[src/hdl/lruc_pkg.sv]
// Package for the LRU tag cache: sizes, mode codes and the request structs
// shared by the tag store, the recency store and the top level. No dependencies.
`default_nettype none

package lruc_pkg;

    localparam int SLOTS      = 16;
    localparam int SLOT_W     = $clog2(SLOTS);
    localparam int KEY_W      = 16;
    localparam int MODE_W     = 2;
    localparam int SLOT_OUT_W = 4;

    localparam logic [MODE_W-1:0] MODE_LOOKUP = 2'd0;
    localparam logic [MODE_W-1:0] MODE_FILL   = 2'd1;
    localparam logic [MODE_W-1:0] MODE_INVAL  = 2'd2;

    localparam logic [SLOT_W-1:0] LAST_POS = SLOT_W'(SLOTS - 1);

    typedef logic [SLOT_W-1:0] slot_t;
    typedef logic [KEY_W-1:0]  key_t;

    typedef struct packed {
        logic  rd;
        slot_t raddr;
        logic  wr;
        slot_t waddr;
        key_t  wdata;
        logic  clear;
    } tag_req_t;

    typedef struct packed {
        logic  rd;
        slot_t raddr;
        logic  wr;
        slot_t waddr;
        slot_t wdata;
        logic  clear;
    } ord_req_t;

    // low bits of a slot number as carried on the result port
    function automatic logic [SLOT_OUT_W-1:0] slot_out(input slot_t s);
        logic [SLOT_W+SLOT_OUT_W-1:0] e;
        e = {{SLOT_OUT_W{1'b0}}, s};
        return e[SLOT_OUT_W-1:0];
    endfunction

endpackage

`default_nettype wire

[src/hdl/lruc_tag_store.sv]
// Tag store: one key tag per slot in a synchronous memory with a registered read.
// Per-entry valid bits make unwritten entries read as zero. Uses lruc_pkg.
`default_nettype none

module lruc_tag_store (
    input  wire logic              clk,
    input  wire logic              rst_n,
    input  wire lruc_pkg::tag_req_t req,
    output logic [lruc_pkg::KEY_W-1:0] q
);

    logic [lruc_pkg::KEY_W-1:0] mem [lruc_pkg::SLOTS];
    logic [lruc_pkg::KEY_W-1:0] mem_q_reg;
    logic [lruc_pkg::SLOTS-1:0] valid_reg;
    logic                       q_valid_reg;

    always_ff @(posedge clk)
    begin
        if (req.wr)
        begin
            mem[req.waddr] <= req.wdata;
        end
        if (req.rd)
        begin
            mem_q_reg <= mem[req.raddr];
        end
    end

    always_ff @(posedge clk or negedge rst_n)
    begin
        if (!rst_n)
        begin
            valid_reg   <= '0;
            q_valid_reg <= 1'b0;
        end
        else
        begin
            if (req.clear)
            begin
                valid_reg <= '0;
            end
            else if (req.wr)
            begin
                valid_reg[req.waddr] <= 1'b1;
            end
            if (req.rd)
            begin
                q_valid_reg <= valid_reg[req.raddr];
            end
        end
    end

    assign q = q_valid_reg ? mem_q_reg : '0;

endmodule

`default_nettype wire

[src/hdl/lruc_order_store.sv]
// Recency store: slot number per recency position, synchronous memory with
// a registered read. Unwritten positions read as their own index. Uses lruc_pkg.
`default_nettype none

module lruc_order_store (
    input  wire logic              clk,
    input  wire logic              rst_n,
    input  wire lruc_pkg::ord_req_t req,
    output lruc_pkg::slot_t        q
);

    lruc_pkg::slot_t            mem [lruc_pkg::SLOTS];
    lruc_pkg::slot_t            mem_q_reg;
    lruc_pkg::slot_t            addr_q_reg;
    logic [lruc_pkg::SLOTS-1:0] valid_reg;
    logic                       q_valid_reg;

    always_ff @(posedge clk)
    begin
        if (req.wr)
        begin
            mem[req.waddr] <= req.wdata;
        end
        if (req.rd)
        begin
            mem_q_reg  <= mem[req.raddr];
            addr_q_reg <= req.raddr;
        end
    end

    always_ff @(posedge clk or negedge rst_n)
    begin
        if (!rst_n)
        begin
            valid_reg   <= '0;
            q_valid_reg <= 1'b0;
        end
        else
        begin
            if (req.clear)
            begin
                valid_reg <= '0;
            end
            else if (req.wr)
            begin
                valid_reg[req.waddr] <= 1'b1;
            end
            if (req.rd)
            begin
                q_valid_reg <= valid_reg[req.raddr];
            end
        end
    end

    assign q = q_valid_reg ? mem_q_reg : addr_q_reg;

endmodule

`default_nettype wire

[src/hdl/lru_tag_cache_16_slot_top.sv]
// Top level of the LRU tag cache: sequencer over the tag and recency stores.
// Depends on lruc_pkg, lruc_tag_store and lruc_order_store.
`default_nettype none

// One beat at a time. A lookup scans the tags one slot per cycle until the
// first match; a hit then walks the recency list from the front, shifting it
// one position per cycle until the hit slot is reached. A miss, and a lookup
// of key zero without any scan, reports the least recent slot from the end
// of the recency list. A fill writes the key into that least recent slot and
// then walks the recency list in the same way to bring it to the front. An
// invalidate or an unused mode goes straight to the result. The single read
// port of each store paces the scan and the walk. The result beat is held
// until taken; the next input beat is accepted after it.
module lru_tag_cache_16_slot_top (
    input  wire logic                             clk,
    input  wire logic                             rst_n,
    input  wire logic                             in_valid,
    output logic                                  in_ready,
    input  wire logic [lruc_pkg::MODE_W-1:0]      mode,
    input  wire logic [lruc_pkg::KEY_W-1:0]       key,
    output logic                                  out_valid,
    input  wire logic                             out_ready,
    output logic                                  hit,
    output logic [lruc_pkg::SLOT_OUT_W-1:0]       slot
);

    typedef enum logic [2:0] {
        ST_IDLE,
        ST_TSCAN,
        ST_VREAD,
        ST_PROMOTE,
        ST_RESP
    } state_t;

    state_t                          state_reg, state_next;
    logic [lruc_pkg::MODE_W-1:0]     mode_reg, mode_next;
    lruc_pkg::key_t                  key_reg, key_next;
    lruc_pkg::slot_t                 idx_reg, idx_next;
    lruc_pkg::slot_t                 carry_reg, carry_next;
    lruc_pkg::slot_t                 tgt_reg, tgt_next;
    logic                            hit_reg, hit_next;
    logic [lruc_pkg::SLOT_OUT_W-1:0] slot_reg, slot_next;

    lruc_pkg::tag_req_t tag_req;
    lruc_pkg::ord_req_t ord_req;
    lruc_pkg::key_t     tag_q;
    lruc_pkg::slot_t    ord_q;
    lruc_pkg::slot_t    idx_inc;
    logic               accept;

    lruc_tag_store u_tag (
        .clk  (clk),
        .rst_n(rst_n),
        .req  (tag_req),
        .q    (tag_q)
    );

    lruc_order_store u_order (
        .clk  (clk),
        .rst_n(rst_n),
        .req  (ord_req),
        .q    (ord_q)
    );

    assign in_ready  = (state_reg == ST_IDLE);
    assign out_valid = (state_reg == ST_RESP);
    assign hit       = hit_reg;
    assign slot      = slot_reg;
    assign accept    = in_valid && in_ready;
    assign idx_inc   = (idx_reg == lruc_pkg::LAST_POS) ? '0 : idx_reg + 1'b1;

    always_comb
    begin
        state_next = state_reg;
        mode_next  = mode_reg;
        key_next   = key_reg;
        idx_next   = idx_reg;
        carry_next = carry_reg;
        tgt_next   = tgt_reg;
        hit_next   = hit_reg;
        slot_next  = slot_reg;
        tag_req    = '0;
        ord_req    = '0;

        unique case (state_reg)
            ST_IDLE:
            begin
                if (accept)
                begin
                    mode_next = mode;
                    key_next  = key;
                    idx_next  = '0;
                    hit_next  = 1'b0;
                    slot_next = '0;
                    if (mode == lruc_pkg::MODE_LOOKUP && key != '0)
                    begin
                        tag_req.rd    = 1'b1;
                        tag_req.raddr = '0;
                        state_next    = ST_TSCAN;
                    end
                    else if (mode == lruc_pkg::MODE_LOOKUP || mode == lruc_pkg::MODE_FILL)
                    begin
                        ord_req.rd    = 1'b1;
                        ord_req.raddr = lruc_pkg::LAST_POS;
                        state_next    = ST_VREAD;
                    end
                    else
                    begin
                        if (mode == lruc_pkg::MODE_INVAL)
                        begin
                            tag_req.clear = 1'b1;
                            ord_req.clear = 1'b1;
                        end
                        state_next = ST_RESP;
                    end
                end
            end

            ST_TSCAN:
            begin
                // tag_q belongs to slot idx_reg
                if (tag_q == key_reg)
                begin
                    hit_next      = 1'b1;
                    slot_next     = lruc_pkg::slot_out(idx_reg);
                    tgt_next      = idx_reg;
                    carry_next    = idx_reg;
                    idx_next      = '0;
                    ord_req.rd    = 1'b1;
                    ord_req.raddr = '0;
                    state_next    = ST_PROMOTE;
                end
                else if (idx_reg == lruc_pkg::LAST_POS)
                begin
                    ord_req.rd    = 1'b1;
                    ord_req.raddr = lruc_pkg::LAST_POS;
                    state_next    = ST_VREAD;
                end
                else
                begin
                    tag_req.rd    = 1'b1;
                    tag_req.raddr = idx_inc;
                    idx_next      = idx_inc;
                end
            end

            ST_VREAD:
            begin
                // ord_q is the least recent slot
                slot_next = lruc_pkg::slot_out(ord_q);
                if (mode_reg == lruc_pkg::MODE_FILL)
                begin
                    tag_req.wr    = 1'b1;
                    tag_req.waddr = ord_q;
                    tag_req.wdata = key_reg;
                    tgt_next      = ord_q;
                    carry_next    = ord_q;
                    idx_next      = '0;
                    ord_req.rd    = 1'b1;
                    ord_req.raddr = '0;
                    state_next    = ST_PROMOTE;
                end
                else
                begin
                    state_next = ST_RESP;
                end
            end

            ST_PROMOTE:
            begin
                // shift list down by one until the promoted slot's old position
                ord_req.wr    = 1'b1;
                ord_req.waddr = idx_reg;
                ord_req.wdata = carry_reg;
                carry_next    = ord_q;
                if (ord_q == tgt_reg || idx_reg == lruc_pkg::LAST_POS)
                begin
                    state_next = ST_RESP;
                end
                else
                begin
                    ord_req.rd    = 1'b1;
                    ord_req.raddr = idx_inc;
                    idx_next      = idx_inc;
                end
            end

            ST_RESP:
            begin
                if (out_ready)
                begin
                    state_next = ST_IDLE;
                end
            end

            default:
            begin
                state_next = ST_IDLE;
            end
        endcase
    end

    always_ff @(posedge clk or negedge rst_n)
    begin
        if (!rst_n)
        begin
            state_reg <= ST_IDLE;
            mode_reg  <= '0;
            key_reg   <= '0;
            idx_reg   <= '0;
            carry_reg <= '0;
            tgt_reg   <= '0;
            hit_reg   <= 1'b0;
            slot_reg  <= '0;
        end
        else
        begin
            state_reg <= state_next;
            mode_reg  <= mode_next;
            key_reg   <= key_next;
            idx_reg   <= idx_next;
            carry_reg <= carry_next;
            tgt_reg   <= tgt_next;
            hit_reg   <= hit_next;
            slot_reg  <= slot_next;
        end
    end

endmodule

`default_nettype wire

[config.mk]
export PLATFORM = sky130hd
export DESIGN_NAME = lru_tag_cache_16_slot_top
export DESIGN_NICKNAME = d
export VERILOG_FILES = /design/src/hdl/lruc_pkg.sv /design/src/hdl/lruc_tag_store.sv /design/src/hdl/lruc_order_store.sv /design/src/hdl/lru_tag_cache_16_slot_top.sv
export SDC_FILE = /design/constraint.sdc
export NUM_CORES = 1
export LEC_CHECK = 0
export BUFFER_PORTS_ARGS = -buffer_cell sky130_fd_sc_hd__buf_2
export CAP_MARGIN = 20
export CORE_ASPECT_RATIO = 1.5
export CORE_UTILIZATION = 55
export DETAILED_ROUTE_END_ITERATION = 7
export PLACE_DENSITY_LB_ADDON = 0.08
export SYNTH_ARGS = -nofsm -noshare
export SYNTH_HDL_FRONTEND = slang
export SYNTH_SLANG_ARGS = --single-unit
[constraint.sdc]
create_clock -name clk -period 3.5 [get_ports clk]
set_input_delay 0.35 -clock clk [delete_from_list [all_inputs] [get_ports clk]]
set_output_delay 0.35 -clock clk [all_outputs]
set_load 0.1 [all_outputs]
==> results by group <==
Run status
  – Status: complete, but fails checks
  – Failing checks: negative hold slack

Logic synthesis
  – Top-count cell post-synth: edfxtp_1
  – Avg Inst Size Synth: roughly 15 um2
  – Synth warnings: 0
  – Area share of the largest cell type after synthesis: between 50% and 60%
  – Ys flop type: edfxtp_1
  – Number of synthesized flops with an enable pin: about 340
  – Count of different cell masters after synthesis: 61
  – Post-synthesis sequential area ratio: 69.95%
  – Synth area leader: edfxtp_1
  – Syn Nets: between 1000 and 1500
  – Fraction of synthesis flops using an asynchronous set or reset pin: between 10% and 20%
  – FF+latch count, synth: 416
  – Mapped Area: 17340 um2
  – Commonest cells post-synth: edfxtp_1 (344), mux2i_1 (148), nor2_1 (74)
  – Mapped Cells: around 1100
  – Top cells by area, synth: edfxtp_1 (60%), dfrtp_1 (10%), mux2i_1 (8.5%), o221ai_1 (2.1%), a221oi_1 (1.9%)

Clock tree
  – Skew-Pair Late Insertion Delay: about 0.54 ns
  – TritonCTS clock tree: done
  – CTS sink count: 416
  – CTS H-tree lvls: 2
  – CTS root buf: clkbuf_16
  – Hold Buf Count CTS: 0
  – Max Buffers Root-to-Sink: 3
  – Worst-path clk slew: 0.06 ns
  – Clock buffer count from CTS: 38

Timing
  – Tcrit/Tclk final: 94.46%
  – Max-slew violations: 0
  – Tightest Pin Transition: 1.015 ns
  – Max Fclk: 302.5 MHz
  – RSZ-0062 raised after global routing: no
  – Skew final: 0.01939 ns
  – Minimum clock period: between 3 and 4 ns
  – Max-slew headroom: 32.33%
  – Final Hold Fails: 10
  – Hold Slack: -0.02361 ns
  – Final setup viols: 0

Finish
  – Biggest regs: u_tag.mem x256, u_order.mem x64
  – Biggest register: u_tag.mem
  – Area growth syn-to-layout: 14.31%
  – Nets: 1247
  – Number of fill cells in the layout: between 2000 and 2500
  – Post-route cell area: between 15000 and 20000 um2
  – Max reg flops: 256
  – Share of cells above drive strength 1: 17.33%
  – Layout Cells excl Fill: 1657
  – ANT cells: 0

Route
  – Pre-antenna DRT Iters: 5
  – Drt total wl: 44590 um
  – Vias per cell: 6.319
  – DRT iter0 DRCs: 842
  – Met1 WL: 15790 um
  – DR WL met2: 24470 um
  – Vias: 10470
  – DR WL/cell: 26.91 um
  – # DRC: 0
  – Routed Antenna Nets: 0
  – Highest metal layer with signal wires: met4
  – Metal3 WL: 1963 um

Critical path
  – Buf/Inv on CP: 1
  – Startpoint Class: flip-flop
  – Critical path, cell by cell: mux2i_2 > xnor2_1 > or4_1 > nand3_1 > buf_4 > o221ai_2 > o221ai_1 > o22ai_1 > or4_1
  – Worst-path fanout max: 9
  – Critical path's top delay family: simple AND/OR/NAND/NOR gates
  – Max incr delay on CP: roughly 0.5 ns
  – Crit-path slowest cell: or4_1
  – Most used cell, CP: or4_1
  – Worst path required time: 3.77 ns
  – Nature of the critical path endpoint: flip-flop
  – WP data arrival: between 3 and 4 ns
  – Setup CP Type: flip-flop to flip-flop

Global route
  – GR Overflow Total: 0
  – Initial antenna violation count: 0
  – First-pass GRT wire length: 66560 um
  – GRT Util Overall: 28.67%
  – Largest net degree at the start of global routing: 73
  – Vias in the first global route: 10580

Pwr
  – Share of power burned in registers: between 40% and 50%
  – Int Power: slightly above 9 mW
  – Switching part of the total: 29.34%
  – Sw power: 3.859 mW
  – Worst VDD drop: 0.6331 mV
  – Combinational group share of total power: 20.3%
  – Power, Total: 13.15 mW
  – Cell Pwr Density: roughly 660 nW/um2
  – Leakage: around 6.6 nW
  – Clock network power share: 33.5%

Flow run
  – Max-cap check violation count: 0

Hold path
  – Hold crit path type: input port to asynchronous set/reset pin

Place
  – DP Cell Count: 1587
  – Gpl congestion: 0.9261
  – Post-DP HPWL: a little under 30000 um
  – Placed cell area: 18490 um2
  – Port-buffer cells: 28

Die
  – # rows: 79
  – Die ar.: 32260 um2
  – Chip width: 147.0 um
  – Die H: 219.5 um
  – Core ar.: 31040 um2
  – IO Count: 29
  – Initial Util: 55.88%
## cell type report
| class | instances | area [um2] | area share [%] |
|---|---|---|---|
| clock buffer | 47 | 994.7 | 5.018 |
| clock inverter | 21 | 310.3 | 1.565 |
| inverter | 16 | 60.06 | 0.3030 |
| multi-input combinational | 647 | 4972 | 25.08 |
| sequential | 416 | 12130 | 61.21 |
| tap | 405 | 506.7 | 2.556 |
| timing repair buffer | 105 | 845.8 | 4.267 |
## per-layer routing
layer	vias up	global-route usage [%]
met5	-	0
met4	0	14.95
met3	116	3.002
met2	349	53.81
met1	5306	31.99
li1	4699	-
## through the flow
step	TNS, ns	setup slack, ns	util, %
2_1_floorplan	0	0.08106	-
3_3_place_gp	0	0.1468	59.59
3_5_place_dp	-0.04649	-0.02848	59.59
4_1_cts	0	0.02199	63.82
5_1_grt	0	0.007782	63.87
6_report	0	0.1939	63.87
## logic make-up after synthesis
group / Yosys count / share of synthesized area (%)
AND/OR/NAND/NOR: 213 / 6.132
AO/OA/AOI/OAI: 242 / 10.65
buffers and inverters: 77 / 1.919
multiplexers: 176 / 10.52
flip-flops: 416 / 69.95
XOR/XNOR: 15 / 0.7575
adder cells (fa/ha/maj): 1 / 0.07213
## final timing paths
path / start / endpoint / slack [ns] / depth (start not counted)
min in group clk: key[9] / key_reg[9] / 0.06 / 2
worst min-delay path: rst_n / carry_reg[0] / -0.02 / 1
max in group asynchronous: rst_n / idx_reg[0] / 2.83 / 1
worst max register to register: u_order.q_valid_reg / u_order.mem_q_reg[1] / 0.19 / 9
worst max-delay path: u_order.q_valid_reg / u_order.mem_q_reg[1] / 0.19 / 9
worst min register to register: u_tag.valid_reg[7] / u_tag.valid_reg[7] / 0.49 / 1
## power groups by stage
stage                     Sequential [mW]  Clock [mW]  Combinational, mW
final                                6.08        4.40               2.67
after global routing                 6.12        4.63               2.83
after detailed placement             6.18           0               2.64
after global placement               6.16           0               2.60
after floorplan                      6.18           0               1.61
after CTS                            6.08        4.45               2.66
## cell usage in the layout, fill, tap and decap left out, drive strengths merged, types with 21 or more instances in the layout
cell / instances
dfrtp: 72
a21oi: 37
nor2: 74
a221oi: 38
edfxtp: 344
o221ai: 43
buf: 105
nand2: 30
mux2i: 152
nor3: 21
and2: 21
clkbuf: 47
mux2: 24
o21a: 41
## worst register-to-register path, stage by stage (launching register included)
cell,delay [ns]
dfrtp_2,0.49
mux2i_2,0.33
xnor2_1,0.12
or4_1,0.51
nand3_1,0.24
buf_4,0.21
o221ai_2,0.19
o221ai_1,0.31
o22ai_1,0.13
or4_1,0.51
## repair_timing
item | CTS | global route
setup endpoints to repair | 3 | 3
buffers inserted | 0 | 2
resized for setup | 1 | 1
endpoints found under the hold margin | 0 | 0
pin swaps | 0 | 1
No activity file was read; power rests on OpenSTA's default activity.
